<file path="config.mk">
export PLATFORM = sky130hd
export DESIGN_NAME = abs_fifo
export DESIGN_NICKNAME = d
export VERILOG_FILES = /design/src/abs_pkg.sv /design/src/abs_fifo.sv
export SDC_FILE = /design/constraint.sdc
export NUM_CORES = 1
export LEC_CHECK = 0
export BUFFER_PORTS_ARGS = -buffer_cell sky130_fd_sc_hd__buf_4
export CAP_MARGIN = 5
export CORE_ASPECT_RATIO = 1.25
export CORE_UTILIZATION = 55
export CTS_BUF_LIST = sky130_fd_sc_hd__clkbuf_8
export DETAILED_ROUTE_END_ITERATION = 8
export PLACE_DENSITY = 0.85
export SLEW_MARGIN = 25
export SYNTH_ARGS = -nofsm -noshare
export SYNTH_HDL_FRONTEND = slang
export SYNTH_SLANG_ARGS = --single-unit
</file>
<file path="constraint.sdc">
create_clock -name i_clk -period 3.1 [get_ports i_clk]
set_clock_uncertainty 0.1 [all_clocks]
set_input_delay 0.31 -clock i_clk [delete_from_list [all_inputs] [get_ports i_clk]]
set_output_delay 0.31 -clock i_clk [all_outputs]
set_load 0.1 [all_outputs]
</file>
<file path="src/abs_pkg.sv">
`default_nettype none
// ---------------------------------------------------------------------------
// abs_pkg: shared types and constants for the background subtractor
// Register indexes, store geometry and the beat carried between front and back.
// ---------------------------------------------------------------------------
package abs_pkg;
    localparam int NUM_PIXELS = 2097152;
    localparam int AW = $clog2(NUM_PIXELS);
    localparam int ADDR_W = 21;
    localparam int CFG_IDX_W = 3;
    localparam int CFG_DATA_W = 24;
    localparam int ENTRY_W = 96;

    localparam logic [CFG_IDX_W-1:0] REG_NOISE  = 3'd0;
    localparam logic [CFG_IDX_W-1:0] REG_SPREAD = 3'd1;
    localparam logic [CFG_IDX_W-1:0] REG_BRIGHT = 3'd2;
    localparam logic [CFG_IDX_W-1:0] REG_RSTILL = 3'd3;
    localparam logic [CFG_IDX_W-1:0] REG_RMOVE  = 3'd4;

    localparam logic [16:0] RATE_ONE = 17'd65536;
    localparam logic [23:0] MAX24 = 24'hFFFFFF;

    typedef struct packed {
        logic [ADDR_W-1:0] addr;
        logic [7:0]        val;
        logic [7:0]        sat;
        logic              init;
        logic              in_range;
    } t_item;

    typedef struct packed {
        logic [23:0] noise;
        logic [15:0] spread;
        logic [7:0]  bright;
        logic [16:0] rstill;
        logic [16:0] rmove;
    } t_cfg;
endpackage
`default_nettype wire

</file>
<file path="src/abs_fifo.sv">
`default_nettype none
// ---------------------------------------------------------------------------
// abs_fifo: short queue between front and back
// Four-entry register queue that lets the front and the back stall apart.
// ---------------------------------------------------------------------------
module abs_fifo
    import abs_pkg::*;
(
    input  wire logic  i_clk,
    input  wire logic  i_rst_n,
    input  wire logic  i_push,
    input  wire t_item i_data,
    output logic       o_full,
    input  wire logic  i_pop,
    output logic       o_valid,
    output t_item      o_data
);
    t_item      r_q [4];
    logic [1:0] r_wp, r_rp;
    logic [2:0] r_cnt;

    assign o_full  = (r_cnt == 3'd4);
    assign o_valid = (r_cnt != 3'd0);
    assign o_data  = r_q[r_rp];

    always_ff @(posedge i_clk) begin
        if (i_push) begin
            r_q[r_wp] <= i_data;
        end
        if (!i_rst_n) begin
            r_wp <= '0;
            r_rp <= '0;
            r_cnt <= '0;
        end else begin
            if (i_push) r_wp <= r_wp + 2'd1;
            if (i_pop)  r_rp <= r_rp + 2'd1;
            r_cnt <= r_cnt + {2'd0, i_push} - {2'd0, i_pop};
        end
    end
endmodule
`default_nettype wire

</file>
Word-level counts from Yosys, hierarchy flattened. Memory sizes are Yosys's and may differ from the RTL's. A register that Yosys moved wholly into a read port is not among the register bits. Cells that the tools add are included.

Register bits after elaboration: 7. RAM bits: 156. Output and inout port bits: 41. Logic and storage cells: 14. Memories: 1.

Add/sub/neg operators: 4. Equality and inequality tests: 1. Multiplexer cells: 4. Reduce and logical (&&, ||, !) cells: 1.

Memories: r_q (depth 4, bits a word 39, rd ports 1, clocked after Yosys merged registers in 1, write ports 1, line abs_fifo.sv:18) `t_item r_q [4];`.

Operator list (number): $add A2 B1 Y2 const B (2); $mux W2 (2); $add A3 B1 Y3 (1); $eq A3 B3 Y1 const B (1); $reduce_bool A3 Y1 (1); $sub A3 B1 Y3 (1); $mux W1 (2).

Logic depth before layout (Yosys ltp). Gate-level depths: netlist (run 1).

Word-level depth: 3. Depth in mapped cells: 7. Gate-level depth less buffers: 7.

Worst setup path before layout (run 1). OpenSTA, ideal clock, no wires.

Path kind: register -> register. Start point: register r_wp[0]. End point: memory r_q[2][0] in the netlist's numbering (enable). Library setup time: 0.400 ns. Arrival time: 1.488 ns. Data required time: 2.600 ns. Setup slack: 1.112 ns. Stages on the path, launching flop included: 4. Path buffers: 0. Period minus slack after synthesis: 1.988 ns. Cells stage by stage: dfxtp_1 > inv_1 > ha_1 > and2_1.

RTL lines: start: declaration (line abs_fifo.sv:19) `logic [1:0] r_wp, r_rp;`; start signal: assignment (line abs_fifo.sv:35) `if (i_push) r_wp <= r_wp + 2'd1;`; end: declaration (line abs_fifo.sv:18).

Straight into the memory's write port.

==> results of run 1 <==
## final timing paths
| check | start | to | slack, ns | cells past startpoint |
|---|---|---|---|---|
| max | register | o_data[3] | 0.69 | 3 |
| min | i_push | r_wp[1] | 0.09 | 3 |
| max reg2reg | r_wp[0] | r_q[0][17] | 1.19 | 4 |
| min reg2reg | r_wp[1] | r_wp[1] | 0.46 | 2 |
## registers in the layout (all words and copies together), names as in the netlist, named ones only
signal and cells:
r_q 156, r_cnt 3, r_rp 2, r_wp 2
## worst max-delay path, cell delays in order (launching register included)
cell and delay, ns:
dfxtp_2 0.33, buf_4 0.39, mux4_2 0.59, buf_4 0.25
## power breakdown
part | leakage (nW) | switching [mW] | internal [mW] | total (mW)
logic | 0.968 | 0.854 | 0.339 | 1.19
clock network | 0.164 | 0.766 | 0.556 | 1.32
registers | 1.51 | 0.0398 | 2.56 | 2.60
## metal layers
layer  vias up  global-route usage  part of all wire
met5         -                   0                 0
met4         0              0.0532            0.0065
met3         7              0.0619             0.041
met2        76               0.359              0.54
met1      1570               0.248              0.41
li1       1311                   -                 -
## cells by family (layout without fill, tap and decap cells)
logic type,Yosys count,in the layout
muxes,40,40
and+or+nand+nor,14,14
xor gates and xnor gates,3,3
adders and majority gates,7,7
AOI/OAI and AO/OA,2,2
DFF,165,165
buffers and inverters,15,170
## layout by cell type (no fill, tap or decap), types with 2 or more instances in the layout
cell type and instances:
dfxtp_2 2, ha_1 6, nor2_1 5, inv_6 3, edfxtp_1 156, xnor2_1 2
dfxtp_1 7, clkinv_1 2, inv_1 7, buf_4 90, clkbuf_8 17, and2_1 2
dlygate4sd3_1 40, and2_2 4, clkinv_2 2, mux4_2 39, clkinvlp_4 4, clkinv_4 4
## final cells by class
type | count | area, um^2 | area share
tap | 132 | 165 | 0.0217
sequential | 165 | 4870 | 0.639
multi-input combinational | 66 | 1120 | 0.147
timing repair buffer | 131 | 1100 | 0.144
clock buffer | 17 | 234 | 0.0307
inverter | 7 | 26.3 | 0.00345
clock inverter | 15 | 109 | 0.0143
==> impl_metrics.ini, run 1 <==
[outcome]
status = completed

[sta]
worst_hold_slack_ns = 0.0889
rsz0062_at_grt = no
slew_viol_final = 0
worst_slew_margin_rel = 0.599
setup_slack_ns = 0.691
tightest_slew_ns = 0.601
min_period_ns = 2.41
hold_violations = 0
maxClockFrequency_ghz = 0.415
fin_crit_sh = 0.777
final.setup.tns_ns = 0
setup_viol = 0

[clock_network]
post_cts_buffers = 0
root_buffer = clkbuf_8
cts_buffer_depth = 2
cts_sinks = 165
postCtsHoldBufs = 40
cts_tree = yes
cts_buffers = 17
cts-htree-levels = 4
clkLatencyLatePin_ns = 0.42
clk_pin_slew_ns = 0.08
ctsResizeCount = 0

[layout]
finalNetCount = 438
diodes = 0
area_growth_pct = 25.7
fin_cells = 533
final_core_util = 0.714
fin_area_um2 = 7620
fillers = 644
layout-drive-gt1-share = 0.416

[floorplanning]
dieArea_um2 = 11400
core_area_um2 = 10700
die_h_um = 119
initial_core_util = 0.568
die_x_um = 95.9
ios = 84
rows = 42

[logic_synthesis]
synth_top_family_by_area = multiplexers
synthAdderAreaFrac = 0.0157
ys_seq_area_frac = 0.802
async_flop_share = 0
synth.avg_cell_area_um2 = 24.6
syn-num-nets = 296
synth-xor-area-share = 0.00681
yosys.cell_count.top_type = edfxtp_1
synthSimpleGateAreaFrac = 0.0126
synthMuxAreaShare = 0.147
ys_top_cells_by_count = edfxtp_1 (156), mux4_2 (39), dfxtp_1 (9)
synth.top_cell.area_share = 0.773
ys_ff_latch = 165
synth_warnings = 0
yosys.area.top_type = edfxtp_1
yosys-top-cells-area = edfxtp_1 (77%), mux4_2 (14%), dfxtp_1 (3.0%)
synth_edf_count = 156
syn_area_um2 = 6060
synth_cells = 246
synth_compound_area_frac = 0.00248
synth.distinct_cells = 20
synth_flop_cell = edfxtp_1

[power]
power_mw = 5.11
static-leakage-power_nw = 2.64
vdd_drop_max_v = 0.000525
powerDensity_nw_per_um2 = 671

[routing]
wirelength_mm = 10.6
vias_per_cell = 5.56
drc_errors = 0
via_count = 2964
wl_per_cell_um = 19.9
ant_nets = 0
firstDrtPassIters = 4
drtIter0Drc = 165

[global_routing]
globalRouteOverflowTotal = 0
grt_pass1_wl_mm = 16.7
grt_max_degree = 40
antenna_found_initial = 0
grt_util_all_layers = 0.206
grt_pass1_vias = 3284

[place]
io_buffers = 83
postPlaceCellArea_um2 = 6880
post-place-cells = 461
place.gp.congestion = 0.664
hpwl_mm = 6.39
dp_slack_ns = 1.11

[worst_setup_path]
startpoint_type = register
worstPathRequired_ns = 2.69
critical_path.endpoint_type = output pin
crit_fanout = 22
path_class = reg2out
arrival_ns = 2.00

[worst_hold_path]
min_path_type = in2reg

[flow_run]
drv_cap = 0
Power figures use the tool's default switching activity.
==> run 2: changes to the inputs <==
--- a/config.mk
+++ b/config.mk
@@ -5,13 +5,14 @@
 export SDC_FILE = /design/constraint.sdc
 export NUM_CORES = 1
 export LEC_CHECK = 0
+export ABC_AREA = 1
 export BUFFER_PORTS_ARGS = -buffer_cell sky130_fd_sc_hd__buf_4
 export CAP_MARGIN = 5
 export CORE_ASPECT_RATIO = 1.25
-export CORE_UTILIZATION = 55
+export CORE_UTILIZATION = 54
 export CTS_BUF_LIST = sky130_fd_sc_hd__clkbuf_8
 export DETAILED_ROUTE_END_ITERATION = 8
-export PLACE_DENSITY = 0.85
+export PLACE_DENSITY = 0.86
 export SLEW_MARGIN = 25
 export SYNTH_ARGS = -nofsm -noshare
 export SYNTH_HDL_FRONTEND = slang
==> constraint.sdc (replaced) <==
create_clock -name i_clk -period 2.2 [get_ports i_clk]
set_clock_uncertainty 0.1 [all_clocks]
set_input_delay 0.22 -clock i_clk [delete_from_list [all_inputs] [get_ports i_clk]]
set_output_delay 0.22 -clock i_clk [all_outputs]
set_load 0.1 [all_outputs]
==> impl_metrics.ini, run 2 <==
[global_routing]
grt_util_all_layers = 0.214
grt_pass1_wl_mm = 20.1
grt_max_degree = 52
grt_pass1_vias = 4247
globalRouteOverflowTotal = 0
antenna_found_initial = 0

[logic_synthesis]
yosys-top-cells-area = edfxtp_1 (71%), inv_1 (5.3%), nand2_1 (5.0%)
synth_cells = 511
ys_top_cells_by_count = edfxtp_1 (156), inv_1 (94), nand2_1 (88)
ys_seq_area_frac = 0.737
synth_edf_count = 156
syn-num-nets = 561
yosys.area.top_type = edfxtp_1
synth.top_cell.area_share = 0.710
synth.avg_cell_area_um2 = 12.9
ys_ff_latch = 165
async_flop_share = 0
yosys.cell_count.top_type = edfxtp_1
synth_flop_cell = edfxtp_1
synth.distinct_cells = 17
synth_warnings = 0
syn_area_um2 = 6600

[place]
dp_slack_ns = 0.472
post-place-cells = 742
io_buffers = 83
place.gp.congestion = 0.693
postPlaceCellArea_um2 = 7360
hpwl_mm = 7.27

[worst_setup_path]
startpoint_type = register
worstPathRequired_ns = 1.88
slowest_stage = dfxtp_4
slowest_delay_ns = 0.48
arrival_ns = 1.74
crit_fanout = 51
crit_buf_inv = 2
crit_family = buffers and inverters
critical_path.endpoint_type = output pin
path_class = reg2out
path_cells = buf_12, o21ai_0, nand2_1, buf_4

[sta]
worst_slew_margin_rel = 0.767
slew_viol_final = 0
setup_viol = 0
setup_slack_ns = 0.140
hold_violations = 0
tightest_slew_ns = 0.350
final.setup.tns_ns = 0
fin_crit_sh = 0.936
rsz0062_at_grt = no
min_period_ns = 2.06
maxClockFrequency_ghz = 0.485

[clock_network]
cts_buffers = 17
cts_sinks = 165
cts_buffer_depth = 2
root_buffer = clkbuf_8
cts-htree-levels = 4
cts_tree = yes
clkLatencyLatePin_ns = 0.44
clk_pin_slew_ns = 0.08

[layout]
fin_cells = 820
layout-drive-gt1-share = 0.205
area_growth_pct = 25.4
finalNetCount = 696
fin_area_um2 = 8270
largest_reg_flops = 156
diodes = 0
regMostFlops = r_q
largest_registers = r_q x156, r_cnt x3
layout_commonest_cell = edfxtp_1
mostFrequentLayoutCells = edfxtp_1 (156), buf_4 (93), inv_1 (91)

[routing]
drc_errors = 0
wl_met3_um = 508
wirelength_mm = 12.6
wl_met1_mm = 5.18
wl_met2_mm = 6.53
wl_per_cell_um = 15.3
ant_nets = 0
drtIter0Drc = 206
via_count = 4207
firstDrtPassIters = 4
vias_per_cell = 5.13
top_layer = met4

[power]
powerDensity_nw_per_um2 = 926
vdd_drop_max_v = 0.000660
power_mw = 7.66
static-leakage-power_nw = 3.31

[floorplanning]
initial_core_util = 0.560
rows = 44
ios = 84
core_area_um2 = 11800
die_h_um = 126
die_x_um = 101
dieArea_um2 = 12700

[worst_hold_path]
min_path_type = reg2reg

[outcome]
status = completed

[flow_run]
drv_cap = 0
-- run 2: where the power goes --
group          internal [mW]  switching (mW)
Combinational          0.391            1.26
Clock                   1.34            1.04
Sequential              3.58          0.0489
Total                   5.31            2.35
-- run 2: cells by family after synthesis --
group | Yosys count | synth area share
buf+inv | 120 | 0.0842
compound gates | 127 | 0.111
fa+ha+maj | 7 | 0.0144
flops | 165 | 0.737
simple gates | 92 | 0.0529
-- run 2: worst min-delay path: stages (launching register included) --
cell	delay [ns]
dfxtp_1	0.31
inv_1	0.05
a21oi_1	0.07
-- run 2: repair_timing --
action,4_1_cts,5_1_grt
buffers inserted,1,2
setup endpoints to repair,1,6
gates resized for setup,0,3
gates cloned,0,0
hold buffers,43,0
hold endpoints to repair,165,0
-- run 2: final cells by class --
cell class | instances | area (um^2)
repair buffers | 142 | 1220
well taps | 161 | 201
multi-input cells | 226 | 1180
clock buffers | 17 | 234
flip-flops and latches | 165 | 4870
clock inverters | 15 | 211
fillers | 826 | 3510
inverters | 94 | 353
-- run 2: routing by layer --
| metal | global-route usage | vias up |
|---|---|---|
| met2 | 0.361 | 111 |
| met1 | 0.254 | 2034 |
| met5 | 0 | - |
| met3 | 0.0525 | 30 |
| met4 | 0.105 | 0 |
| li1 | - | 2032 |
-- run 2: metrics by stage --
stage / util / hold slack (ns)
6_report: 0.702 / 0.365
3_3_place_gp: 0.625 / 0.318
4_1_cts: 0.700 / 0.367
2_1_floorplan: - / 0.212
3_5_place_dp: 0.625 / 0.324
5_1_grt: 0.702 / 0.389
-- run 2: worst paths after layout --
path / to / slack, ns / cells after the start / from
setup / recovery: o_data[3] / 0.14 / 4 / register
hold / removal: register / 0.36 / 2 / r_rp[1]
setup reg to reg: r_cnt[2] / 0.47 / 9 / r_cnt[0]
hold reg to reg: register / 0.36 / 2 / r_rp[1]
==> run 3: changes to the inputs <==
--- a/config.mk
+++ b/config.mk
@@ -13,6 +13,7 @@
 export CTS_BUF_LIST = sky130_fd_sc_hd__clkbuf_8
 export DETAILED_ROUTE_END_ITERATION = 8
 export PLACE_DENSITY = 0.86
+export RECOVER_POWER = 50
 export SLEW_MARGIN = 25
 export SYNTH_ARGS = -nofsm -noshare
 export SYNTH_HDL_FRONTEND = slang
==> impl_metrics.ini, run 3 (same netlist as run 2, synthesis figures left out) <==
[outcome]
status = completed

[global_routing]
globalRouteOverflowTotal = 0
grt_pass1_vias = 4247
grt_max_degree = 52
antenna_found_initial = 0
grt_util_all_layers = 0.214
grt_pass1_wl_mm = 20.1

[floorplanning]
ios = 84
die_h_um = 126
rows = 44
initial_core_util = 0.560
dieArea_um2 = 12700
core_area_um2 = 11800
die_x_um = 101

[layout]
largest_registers = r_q x156, r_cnt x3
layout-drive-gt1-share = 0.141
regArea_um2 = 4870
finalNetCount = 696
regMostFlops = r_q
fillers = 880
multiInputGateArea_um2 = 1180
layout_commonest_cell = edfxtp_1
diodes = 0
area_growth_pct = 23.0
mostFrequentLayoutCells = edfxtp_1 (156), inv_1 (91), nand2_1 (88)
final_core_util = 0.689
largest_reg_flops = 156

[sta]
tightest_slew_ns = 0.672
maxClockFrequency_ghz = 0.484
final.setup.tns_ns = 0
min_period_ns = 2.07
setup_slack_ns = 0.133
fin_crit_sh = 0.940
rsz0062_at_grt = no
worst_slew_margin_rel = 0.552
hold_violations = 0
setup_viol = 0
slew_viol_final = 0

[power]
p_comb_frac = 0.212
power.share.clock = 0.312
vdd_drop_max_v = 0.000660
p_sw_mw = 2.35
powerDensity_nw_per_um2 = 940
power_frac_seq = 0.476
p_sw_frac = 0.308
static-leakage-power_nw = 3.15
p_int_mw = 5.28

[place]
hpwl_mm = 7.27
place.gp.congestion = 0.693
dp_slack_ns = 0.472
io_buffers = 83

[worst_setup_path]
timing.rr.start = r_cnt[0]
critical_path.endpoint_type = output pin
crit_fanout = 51
worstPathRequired_ns = 1.88
arrival_ns = 1.75
path_class = reg2out
startpoint_type = register

[clock_network]
cts-htree-levels = 4
cts_buffers = 17
cts_tree = yes
clk_pin_slew_ns = 0.08
root_buffer = clkbuf_8
cts_buffer_depth = 2
cts_sinks = 165
clkLatencyLatePin_ns = 0.44

[routing]
firstDrtPassIters = 4
via_count = 4200
vias_per_cell = 5.12
ant_nets = 0
wirelength_mm = 12.5
wl_per_cell_um = 15.3
drc_errors = 0
drtIter0Drc = 211

[worst_hold_path]
min_path_type = reg2reg
worstHoldStart = r_rp[1]

[flow_run]
drv_cap = 0
==> run 3: worst paths after layout <==
check | to | slack, ns | depth (start not counted)
max | o_data[3] | 0.13 | 4
min reg2reg | register | 0.36 | 2
max reg2reg | r_cnt[2] | 0.47 | 9
min | register | 0.36 | 2
==> run 3: area by class of cell <==
class	instances	area share
well taps	161	0.0248
repair buffers	142	0.131
clock buffers	17	0.0288
inverters	94	0.0435
flip-flops and latches	165	0.600
multi-input cells	226	0.146
clock inverters	15	0.0261
==> run 3: stage by stage <==
step	cell area, um^2	std cells	total power, mW	hold slack [ns]
after floorplan	6600	511	4.90	0.212
after global placement	7360	742	5.23	0.318
after detailed placement	7360	742	5.27	0.324
after CTS	8250	818	7.69	0.367
after global routing	8110	820	7.90	0.389
final	8110	820	7.63	0.364
==> run 3: routing by layer <==
metal,GRT usage,share of wire,wire (um),up-vias
li1,-,-,-,2030
met1,0.254,0.42,5210,2036
met2,0.361,0.52,6500,103
met3,0.0525,0.038,479,31
met4,0.105,0.027,340,0
met5,0,0,0,-
==> run 3: critical path, stage by stage, from the launching register on <==
cell and delay [ns]:
dfxtp_4 0.48, buf_12 0.24, o21ai_0 0.12, nand2_1 0.12
buf_4 0.31
==> run 3: power groups by stage <==
stage	Sequential (mW)	Combinational, mW	Clock [mW]
2_1_floorplan	3.69	1.21	0
3_3_place_gp	3.70	1.53	0
3_5_place_dp	3.71	1.56	0
4_1_cts	3.63	1.64	2.42
5_1_grt	3.64	1.70	2.55
6_report	3.63	1.61	2.38
==> run 3: timing repair <==
item	4_1_cts	5_1_grt
hold endpoints to repair	165	0
hold buffers	43	0
resized for setup	0	3
setup buffers	1	2
setup endpoints to repair	1	6
